File: config.mk
export PLATFORM = sky130hd
export DESIGN_NAME = spi_register_access_master
export DESIGN_NICKNAME = d
export VERILOG_FILES = /design/src/rtl/spira_pkg.sv /design/src/rtl/spi_register_access_master.sv /design/src/rtl/spira_core.sv /design/src/rtl/spira_skid.sv
export SDC_FILE = /design/constraint.sdc
export NUM_CORES = 1
export LEC_CHECK = 0
export BUFFER_PORTS_ARGS = -buffer_cell sky130_fd_sc_hd__buf_2
export CAP_MARGIN = 40
export CORE_ASPECT_RATIO = 0.6
export CORE_MARGIN = 10
export CORE_UTILIZATION = 40
export CTS_BUF_LIST = sky130_fd_sc_hd__clkbuf_2 sky130_fd_sc_hd__clkbuf_4 sky130_fd_sc_hd__clkbuf_8
export CTS_CLUSTER_SIZE = 24
export DETAILED_ROUTE_END_ITERATION = 7
export REMOVE_ABC_BUFFERS = 1
export SETUP_SLACK_MARGIN = 0.2
export SYNTH_ARGS = -nofsm -noshare
export SYNTH_HDL_FRONTEND = slang
export SYNTH_SLANG_ARGS = --single-unit
File: constraint.sdc
create_clock -name clk -period 2.2 [get_ports clk]
set_input_delay 0.66 -clock clk [delete_from_list [all_inputs] [get_ports clk]]
set_output_delay 0.66 -clock clk [all_outputs]
set_load 0.02 [all_outputs]
File: src/rtl/spira_pkg.sv
// Shared types and constants for the serial register-access master.
// Used by spira_core, spira_skid and spi_register_access_master.
`timescale 1ns / 1ps

package spira_pkg;

    // Frame geometry
    localparam int DATA_BITS  = 8;
    localparam int FRAME_BITS = 2 * DATA_BITS;
    localparam int ADDR_BITS  = 6;
    localparam int TICK_W     = 6;

    // Tick numbering inside an active frame
    localparam logic [TICK_W-1:0] FIRST_BIT_TICK    = TICK_W'(1);
    localparam logic [TICK_W-1:0] LAST_BIT_TICK     = TICK_W'(2 * FRAME_BITS);
    localparam logic [TICK_W-1:0] TRAIL_TICK        = TICK_W'(2 * FRAME_BITS + 1);
    localparam logic [TICK_W-1:0] SAMPLE_FIRST_TICK = TICK_W'(2 * (DATA_BITS + 1));

    // Stream payload widths
    localparam int S_TDATA_W = 16;
    localparam int M_TDATA_W = 16;

    // Access kind carried in the instruction byte
    typedef enum logic
    {
        OP_WRITE = 1'b0,
        OP_READ  = 1'b1
    } op_t;

    // One input item: one half-bit tick
    typedef struct packed
    {
        logic                 miso_bit;
        logic [DATA_BITS-1:0] write_data;
        logic [ADDR_BITS-1:0] address;
        op_t                  operation;
        logic                 start_req;
    } item_t;

    // One result item: pin levels and status for the tick
    typedef struct packed
    {
        logic                 done_res;
        logic [DATA_BITS-1:0] read_data;
        logic                 busy_res;
        logic                 sen_n;
        logic                 mosi;
        logic                 sclk;
    } result_t;

endpackage

File: src/rtl/spi_register_access_master.sv
// Top level of the serial register-access master.
// Depends on spira_pkg, spira_core and spira_skid.
`timescale 1ns / 1ps

// Usage:
// Each input item on the s_ channel is one half-bit pin tick, normally paced
// by a clock-enable divider. An idle tick with start_req set latches a read
// or write, the address and the write byte, and drives the leading tick with
// sen_n low. Sixteen bits follow MSB first, each a clock-low then clock-high
// tick, then one trailing clock-low tick and a final tick with sen_n high
// that sets done (m_tlast). A frame thus spans 35 items. On a read, miso_bit
// is sampled on the clock-high tick of the last 8 bits.
// Every input item yields exactly one result item on the m_ channel.
// An accepted item's result is registered in the output register, or in the
// skid slot when that is held. One item per cycle while s_tready is high.
// When the receiver stalls, one result waits in the output register and one
// more in a skid slot; s_tready falls only when both are full and rises as
// soon as the receiver takes a result.
// Reset clears the sequencer to idle, read_data to zero and empties both
// output slots.

module spi_register_access_master
(
    input  logic                            clk,
    input  logic                            rst_n,
    input  logic                            s_tvalid,
    output logic                            s_tready,
    // s_tdata: start_req[0], address[6:1], write_data[14:7], miso_bit[15]
    input  logic [spira_pkg::S_TDATA_W-1:0] s_tdata,
    // s_tuser: operation[0]
    input  logic                            s_tuser,
    output logic                            m_tvalid,
    input  logic                            m_tready,
    // m_tdata: sclk[0], mosi[1], sen_n[2], busy_res[3], read_data[11:4], zeros[15:12]
    output logic [spira_pkg::M_TDATA_W-1:0] m_tdata,
    // m_tlast: done_res
    output logic                            m_tlast
);
    import spira_pkg::*;

    item_t   item;
    result_t core_result;
    result_t out_result;
    logic    advance;

    // Unpack the input item
    assign item.start_req  = s_tdata[0];
    assign item.operation  = op_t'(s_tuser);
    assign item.address    = s_tdata[ADDR_BITS:1];
    assign item.write_data = s_tdata[ADDR_BITS+DATA_BITS:ADDR_BITS+1];
    assign item.miso_bit   = s_tdata[ADDR_BITS+DATA_BITS+1];

    assign advance = s_tvalid && s_tready;

    spira_core u_core
    (
        .clk     (clk),
        .rst_n   (rst_n),
        .advance (advance),
        .item    (item),
        .result  (core_result)
    );

    spira_skid u_skid
    (
        .clk       (clk),
        .rst_n     (rst_n),
        .in_valid  (s_tvalid),
        .in_ready  (s_tready),
        .in_data   (core_result),
        .out_valid (m_tvalid),
        .out_ready (m_tready),
        .out_data  (out_result)
    );

    // Pack the result item
    assign m_tdata = {4'b0000, out_result.read_data, out_result.busy_res,
                      out_result.sen_n, out_result.mosi, out_result.sclk};
    assign m_tlast = out_result.done_res;

`ifndef SYNTHESIS
    // A frame-done tick has enable released and is not busy
    assert property (@(posedge clk) disable iff (!rst_n)
        m_tvalid && m_tlast |-> m_tdata[2] && !m_tdata[3])
        else $error("done tick with enable low or busy set");

    // Serial clock high only inside a frame with enable low
    assert property (@(posedge clk) disable iff (!rst_n)
        m_tvalid && m_tdata[0] |-> !m_tdata[2] && m_tdata[3])
        else $error("sclk high outside an active frame");

    // Input stalls only while the output register is occupied
    assert property (@(posedge clk) disable iff (!rst_n)
        !s_tready |-> m_tvalid)
        else $error("input stalled with empty output register");
`endif

endmodule

File: src/rtl/spira_core.sv
// Frame sequencer: tick counter, frame shifter and read-byte assembler.
// Depends on spira_pkg. Result is combinational from state and the item.
`timescale 1ns / 1ps

module spira_core
(
    input  logic             clk,
    input  logic             rst_n,
    input  logic             advance,
    input  spira_pkg::item_t item,
    output spira_pkg::result_t result
);
    import spira_pkg::*;

    logic [TICK_W-1:0]     tick_reg,    tick_next;
    logic [FRAME_BITS-1:0] frame_reg,   frame_next;
    logic                  is_read_reg, is_read_next;
    logic [DATA_BITS-1:0]  sampled_reg, sampled_next;
    logic                  active_reg,  active_next;
    logic [DATA_BITS-1:0]  instr;

    // Instruction byte: read flag, zero, address
    assign instr = {item.operation == OP_READ, 1'b0, item.address};

    // Work out the pins for this tick and the next state
    always_comb
    begin
        tick_next    = tick_reg;
        frame_next   = frame_reg;
        is_read_next = is_read_reg;
        sampled_next = sampled_reg;
        active_next  = active_reg;
        result.sclk      = 1'b0;
        result.mosi      = 1'b0;
        result.sen_n     = 1'b1;
        result.busy_res  = 1'b0;
        result.done_res  = 1'b0;

        if (!active_reg)
        begin
            if (item.start_req)
            begin
                is_read_next = (item.operation == OP_READ);
                frame_next   = {instr, (item.operation == OP_READ) ? '0 : item.write_data};
                if (item.operation == OP_READ)
                begin
                    sampled_next = '0;
                end
                active_next     = 1'b1;
                tick_next       = FIRST_BIT_TICK;
                result.sen_n    = 1'b0;
                result.busy_res = 1'b1;
            end
        end
        else if (tick_reg >= FIRST_BIT_TICK && tick_reg <= LAST_BIT_TICK)
        begin
            result.mosi     = frame_reg[FRAME_BITS-1];
            result.sen_n    = 1'b0;
            result.busy_res = 1'b1;
            // Clock-high tick: sample on data half of a read, then shift
            if (!tick_reg[0])
            begin
                result.sclk = 1'b1;
                if (is_read_reg && tick_reg >= SAMPLE_FIRST_TICK)
                begin
                    sampled_next = {sampled_reg[DATA_BITS-2:0], item.miso_bit};
                end
                frame_next = {frame_reg[FRAME_BITS-2:0], 1'b0};
            end
            tick_next = tick_reg + TICK_W'(1);
        end
        else if (tick_reg == TRAIL_TICK)
        begin
            result.sen_n    = 1'b0;
            result.busy_res = 1'b1;
            tick_next       = tick_reg + TICK_W'(1);
        end
        else
        begin
            result.done_res = 1'b1;
            active_next     = 1'b0;
            tick_next       = '0;
        end

        result.read_data = sampled_next;
    end

    // Hold state; advance only on an accepted item
    always_ff @(posedge clk or negedge rst_n)
    begin
        if (!rst_n)
        begin
            tick_reg    <= '0;
            frame_reg   <= '0;
            is_read_reg <= 1'b0;
            sampled_reg <= '0;
            active_reg  <= 1'b0;
        end
        else if (advance)
        begin
            tick_reg    <= tick_next;
            frame_reg   <= frame_next;
            is_read_reg <= is_read_next;
            sampled_reg <= sampled_next;
            active_reg  <= active_next;
        end
    end

endmodule

File: src/rtl/spira_skid.sv
// Two-entry output register with skid slot for result items.
// Depends on spira_pkg. Input ready depends only on the skid slot.
`timescale 1ns / 1ps

module spira_skid
(
    input  logic                clk,
    input  logic                rst_n,
    input  logic                in_valid,
    output logic                in_ready,
    input  spira_pkg::result_t  in_data,
    output logic                out_valid,
    input  logic                out_ready,
    output spira_pkg::result_t  out_data
);
    import spira_pkg::*;

    logic    out_valid_reg;
    logic    skid_valid_reg;
    result_t out_data_reg;
    result_t skid_data_reg;
    logic    in_fire;
    logic    out_fire;

    assign in_ready  = !skid_valid_reg;
    assign in_fire   = in_valid && in_ready;
    assign out_fire  = out_valid_reg && out_ready;
    assign out_valid = out_valid_reg;
    assign out_data  = out_data_reg;

    // Control: output slot and skid slot occupancy
    always_ff @(posedge clk or negedge rst_n)
    begin
        if (!rst_n)
        begin
            out_valid_reg  <= 1'b0;
            skid_valid_reg <= 1'b0;
        end
        else if (out_fire)
        begin
            if (skid_valid_reg)
            begin
                skid_valid_reg <= 1'b0;
            end
            else if (!in_fire)
            begin
                out_valid_reg <= 1'b0;
            end
        end
        else if (in_fire)
        begin
            if (!out_valid_reg)
            begin
                out_valid_reg <= 1'b1;
            end
            else
            begin
                skid_valid_reg <= 1'b1;
            end
        end
    end

    // Payload: refill output from skid, else from the incoming item, which goes to the skid slot while output is held
    always_ff @(posedge clk)
    begin
        if (out_fire && skid_valid_reg)
        begin
            out_data_reg <= skid_data_reg;
        end
        else if (in_fire && (out_fire || !out_valid_reg))
        begin
            out_data_reg <= in_data;
        end
        else if (in_fire)
        begin
            skid_data_reg <= in_data;
        end
    end

endmodule

# After elaboration in Yosys (flattened, before gate mapping)
# Index checks and enable logic that the tools add are counted.
# W data, S select, Z words.
[word_totals]
output_inout_bits = 19
register_bits = 60
word_cells = 88
[classes]
muxes = 38
reduce_logical = 19
bitwise = 3
order_cmp = 3
n_eq_ne = 5
addsub = 1
[ops]
columns = ["operator", "count"]
rows = [
  ["$mux W16", 4],
  ["$mux W8", 7],
  ["$mux W13", 2],
  ["$mux W6", 4],
  ["$mux W1", 15],
  ["$mux W2", 6],
  ["$reduce_and A3 Y1", 3],
  ["$ne A2 B2 Y1 const B", 4],
  ["$reduce_bool A2 Y1", 4],
  ["$add A6 B1 Y6 const B", 1],
  ["$eq A6 B6 Y1 const B", 1],
  ["$ge A6 B1 Y1 const B", 1],
  ["$ge A6 B5 Y1 const B", 1],
  ["$le A6 B6 Y1 const B", 1],
  ["$logic_and A1 B1 Y1", 6],
  ["$reduce_and A2 Y1", 2],
  ["$reduce_and A4 Y1", 1],
  ["$not A1 Y1", 3],
  ["$logic_not A1 Y1", 2],
  ["$logic_or A1 B1 Y1", 1],
]

# Logic depth before layout (Yosys ltp)
[logic_depth]
word_depth = 8
depth_mapped = 8
depth_no_buf = 7

# Hierarchy
# Synthesis repeated with hierarchy kept, for this count alone.
[hier_totals]
hier_cells = 247
area_unflattened_um2 = 3090.5
[modules_own_cells]
columns = ["module", "cells_each", "n_inst", "area_each_um2"]
rows = [
  ["spira_core", 186, 1, 1935.6],
  ["spira_skid", 55, 1, 1114.8],
  ["spi_register_access_master", 6, 1, 40.0],
]

# Least setup slack after synthesis
# Ideal clock, no wire load.
[synth_path]
kind = "reg-to-reg"
start = "register u_core.tick_reg[0]"
end = "register u_core.frame_reg[10]"
setup_ns = 0.127
n_path_buf = 1
arrival_time_ns = 2.267
path_stages_with_launch = 9
path_slack_ns = -0.195
required_time_ns = 2.073
path_cell_list = "dfrtp_1 inv_1 ha_1 nor3b_1 and2_1 or3_1 a21oi_4 buf_6 mux2_1"
[synth_between]
elab_chain_cells = 4
[synth_lines]
columns = ["element", "line", "rtl"]
rows = [
  ["from (decl)", "spira_core.sv:15", "logic [TICK_W-1:0] tick_reg, tick_next;"],
  ["from (signal assigned)", "spira_core.sv:101", "tick_reg <= tick_next;"],
  ["$ge A6 B1 Y1 / $le A6 B6 Y1 (equally long branches)", "spira_core.sv:55", "else if (tick_reg >= FIRST_BIT_TICK && tick_reg <= LAST_BIT_TICK)"],
  ["$logic_and A1 B1 Y1", "spira_core.sv:55", ""],
  ["$ne A2 B2 Y1 (no source line)", "--", ""],
  ["$reduce_and A4 Y1 (no source line) *", "--", ""],
  ["to (signal assigned)", "spira_core.sv:102", "frame_reg <= frame_next;"],
  ["to (decl)", "spira_core.sv:16", "logic [FRAME_BITS-1:0] frame_reg, frame_next;"],
]
# Every way passes the cells marked *; elsewhere a longest branch is shown, timed or not.
# A chain may end at the register's enable or synchronous reset.

==> metrics <==
status=finished clean; clock sink count=60; Die ar.=between 10000 and 15000 sq um; clock network fraction of design power=16.6%; CP max-delay cell=or4_4; Net Sw Power=roughly 0.0018 W; Final #Nets=~350; # rows=24; Comb pwr share=47.9%; Yosys reg bits=60; TritonCTS clock tree=yes; area leader, netlist=dfrtp_1; main combinational cell family by area after synthesis=multiplexers; number of flip-flops in the largest register=16; startpoint types=flip-flop; vias=2120; synthesized instance count=240; GRT Total Usage=13.1%; Die W=130 microns; Worst IR Drop VDD=0.609 mV; Primary FF master, synth=dfrtp_1; drt first pass iters=5; Synth Area in XOR/XNOR=0%; DRT iter0 DRCs=136; Commonest cells post-synth=dfrtp_1 (34), edfxtp_1 (26), mux2_2 (22), nand2_1 (21), inv_1 (18); Detail Route Antenna Nets=0; mux share of post-synthesis cell area=between 10% and 20%; post-synthesis simple-gate area fraction=about a tenth; drt drc=0; Final Power=0.00500 W; worst-margin pin slew=0.567 ns; cell with the most instances after synthesis=dfrtp_1; Syn-to-layout area delta=33.9%; port bufs=35; RSZ-0062 raised after global routing=true; gpl congestion=0.856; CP Cell Sequence=buf_6 > or4_4 > o221ai_4 > nor4_4 > buf_12 > mux2i_1 > mux2_2; root buffer cell=clkbuf_8; Compound-Gate Fraction of Synth Area=12.5%; MaxCap Viol Count=0; first-pass GRT wire length=11500 microns; post-layout min period=2.15 ns; largest net degree at the start of global routing=35; placed wire-length estimate=around 4600 microns; Final Hold Fails=0; vias per std cell=about 5; share of layout cells above drive strength 1=44.6%; # IOs=40; Int Pwr=0.00322 W; Peak Freq=0.465 GHz; vias in the first global route=2276; initial antenna violation count=0; crit-path max cell delay=0.54 ns; count of final setup violators=0; Clock Latency Late Sink=0.35 ns; library cells used by synthesis=41; post-route setup slack=0.0488 ns; area of the core=7180 sq um; Reg power frac=35.5%; Worst Path Required=2.29 ns; Lkg Pwr=1.73 nW; Rel. slew slack=62.1%; CP arrival=2.24 ns; ANT cells=0; share of synthesized flip-flops with an asynchronous set or reset=56.7%; count of pins over their slew limit=0; sequential fraction of the synthesis area=55.8%; area share of fa/ha/maj cells after synthesis=under 10%; synthesized cell area=2930 sq um; Avg Inst Size Synth=12.2 sq um; Clk pin slew, worst setup/hold paths=approximately 0.06 ns; H-tree levels=3; CTS Buf Count=9; Hold Crit Class=input pin to async pin; power per cell area=1280 nW/um^2; Switching Fraction=between 30% and 40%; Max Clock Skew=0.00789 ns; Setup CP Type=flip-flop to flip-flop; Initial Util=40.8%; Area contributors post-synth=dfrtp_1 (29%), edfxtp_1 (27%), mux2_2 (8.5%), a22o_1 (5.1%), mux2i_1 (3.1%); Yosys warning total=0; WL final=6930 microns; worst slack at placement=-0.244 ns; Chip Height=86.3 microns; largest fanout on the critical path=8; Synth top area share=29.1%; Final period util=97.8%; gr ovfl total=0; CTS max path bufs=2; EDFF count, synth=26; nature of the critical path endpoint=flip-flop; Avg WL per Cell=approximately 17 microns
-- layer usage --
layer | track usage (%) | share of wire [%] | vias up
met4 | 3.52 | 0.55 | 0
li1 | - | - | 1027
met2 | 18.0 | 41 | 51
met3 | 5.79 | 6.3 | 4
met5 | 0 | 0 | -
met1 | 18.1 | 52 | 1038
-- power groups by stage --
stage / combinational [W] / sequential, W / clock, W
2_1_floorplan: 0.000904 / 0.00195 / 0
3_3_place_gp: 0.00176 / 0.00177 / 0
3_5_place_dp: 0.00178 / 0.00179 / 0
4_1_cts: 0.00235 / 0.00177 / 0.000856
5_1_grt: 0.00259 / 0.00182 / 0.000903
6_report: 0.00239 / 0.00177 / 0.000831
-- logic make-up after synthesis --
| logic type | Yosys count |
|---|---|
| AO/OA/AOI/OAI | 50 |
| flip-flops | 60 |
| buffers and inverters | 31 |
| multiplexers | 39 |
| other | 1 |
| adder cells (fa/ha/maj) | 4 |
| AND/OR/NAND/NOR | 55 |
-- stage by stage --
stage / TNS [ns] / hold WS, ns / instances / cell area, sq um / util, %
floorplan: -4.31 / 0.364 / 230 / 2860 / -
global placement: -2.20 / 0.464 / 381 / 3360 / 46.8
detailed placement: -3.04 / 0.474 / 381 / 3360 / 46.8
CTS: 0 / 0.356 / 416 / 3890 / 54.3
global route: -0.00381 / 0.372 / 416 / 3920 / 54.6
finish: 0 / 0.341 / 416 / 3920 / 54.6
-- worst max-delay path, delay by kind of cell (launching register included) --
kind            cells  cell delay (ns)
mux                 2             0.41
simple gates        2             0.62
flops               1             0.40
buf+inv             2             0.27
compound gates      1             0.19
-- worst paths after layout --
check | start | endpoint | slack, ns | cells past startpoint
hold / removal | rst_n | u_core.tick_reg[4] | 0.34 | 2
setup / recovery | u_core.tick_reg[1] | u_skid.out_data[5] | 0.05 | 7
max in group asynchronous | rst_n | u_skid.skid_valid_reg | 1.52 | 2
hold reg to reg | u_core.frame_reg[7] | u_core.frame_reg[7] | 0.51 | 1
setup reg to reg | u_core.tick_reg[1] | u_skid.out_data[5] | 0.05 | 7
min in group clk | u_core.frame_reg[7] | u_core.frame_reg[7] | 0.51 | 1
-- layout make-up --
cell class                      instances  area, sq um
Multi-Input combinational cell        152         1330
Clock inverter                          5         20.0
Inverter                               18         67.6
Clock buffer                           11          139
Sequential cell                        60         1630
Timing Repair Buffer                   79          618
Tap cell                               91          114
Fill cell                             620         3260
-- layout by cell type, fill, tap and decap left out, drive strengths merged --
master / n
nand2b: 1
o31ai: 1
a31oi: 2
a41oi: 1
nor2b: 4
nor3: 2
mux2: 30
edfxtp: 26
a22oi: 1
clkbuf: 11
or4: 1
clkinv: 5
o21ai: 14
nand3: 3
nor2: 9
o311ai: 1
ha: 4
nor3b: 1
nand4: 1
or4b: 1
inv: 18
and2: 1
o221ai: 1
nand2: 21
nor4: 2
mux2i: 9
buf: 79
conb: 4
a21oi: 11
o22ai: 1
or3: 2
and3: 5
a22o: 17
or2: 1
dfrtp: 34
-- repair_timing --
| action | CTS | global route |
|---|---|---|
| buffers inserted | 18 | 0 |
| pin swaps | 19 | 4 |
| hold buffers | 0 | 0 |
| setup endpoints to repair | 46 | 46 |
| gates resized for setup | 45 | 9 |
| cloned | 1 | 0 |
No activity file was read; power rests on OpenSTA's default activity.
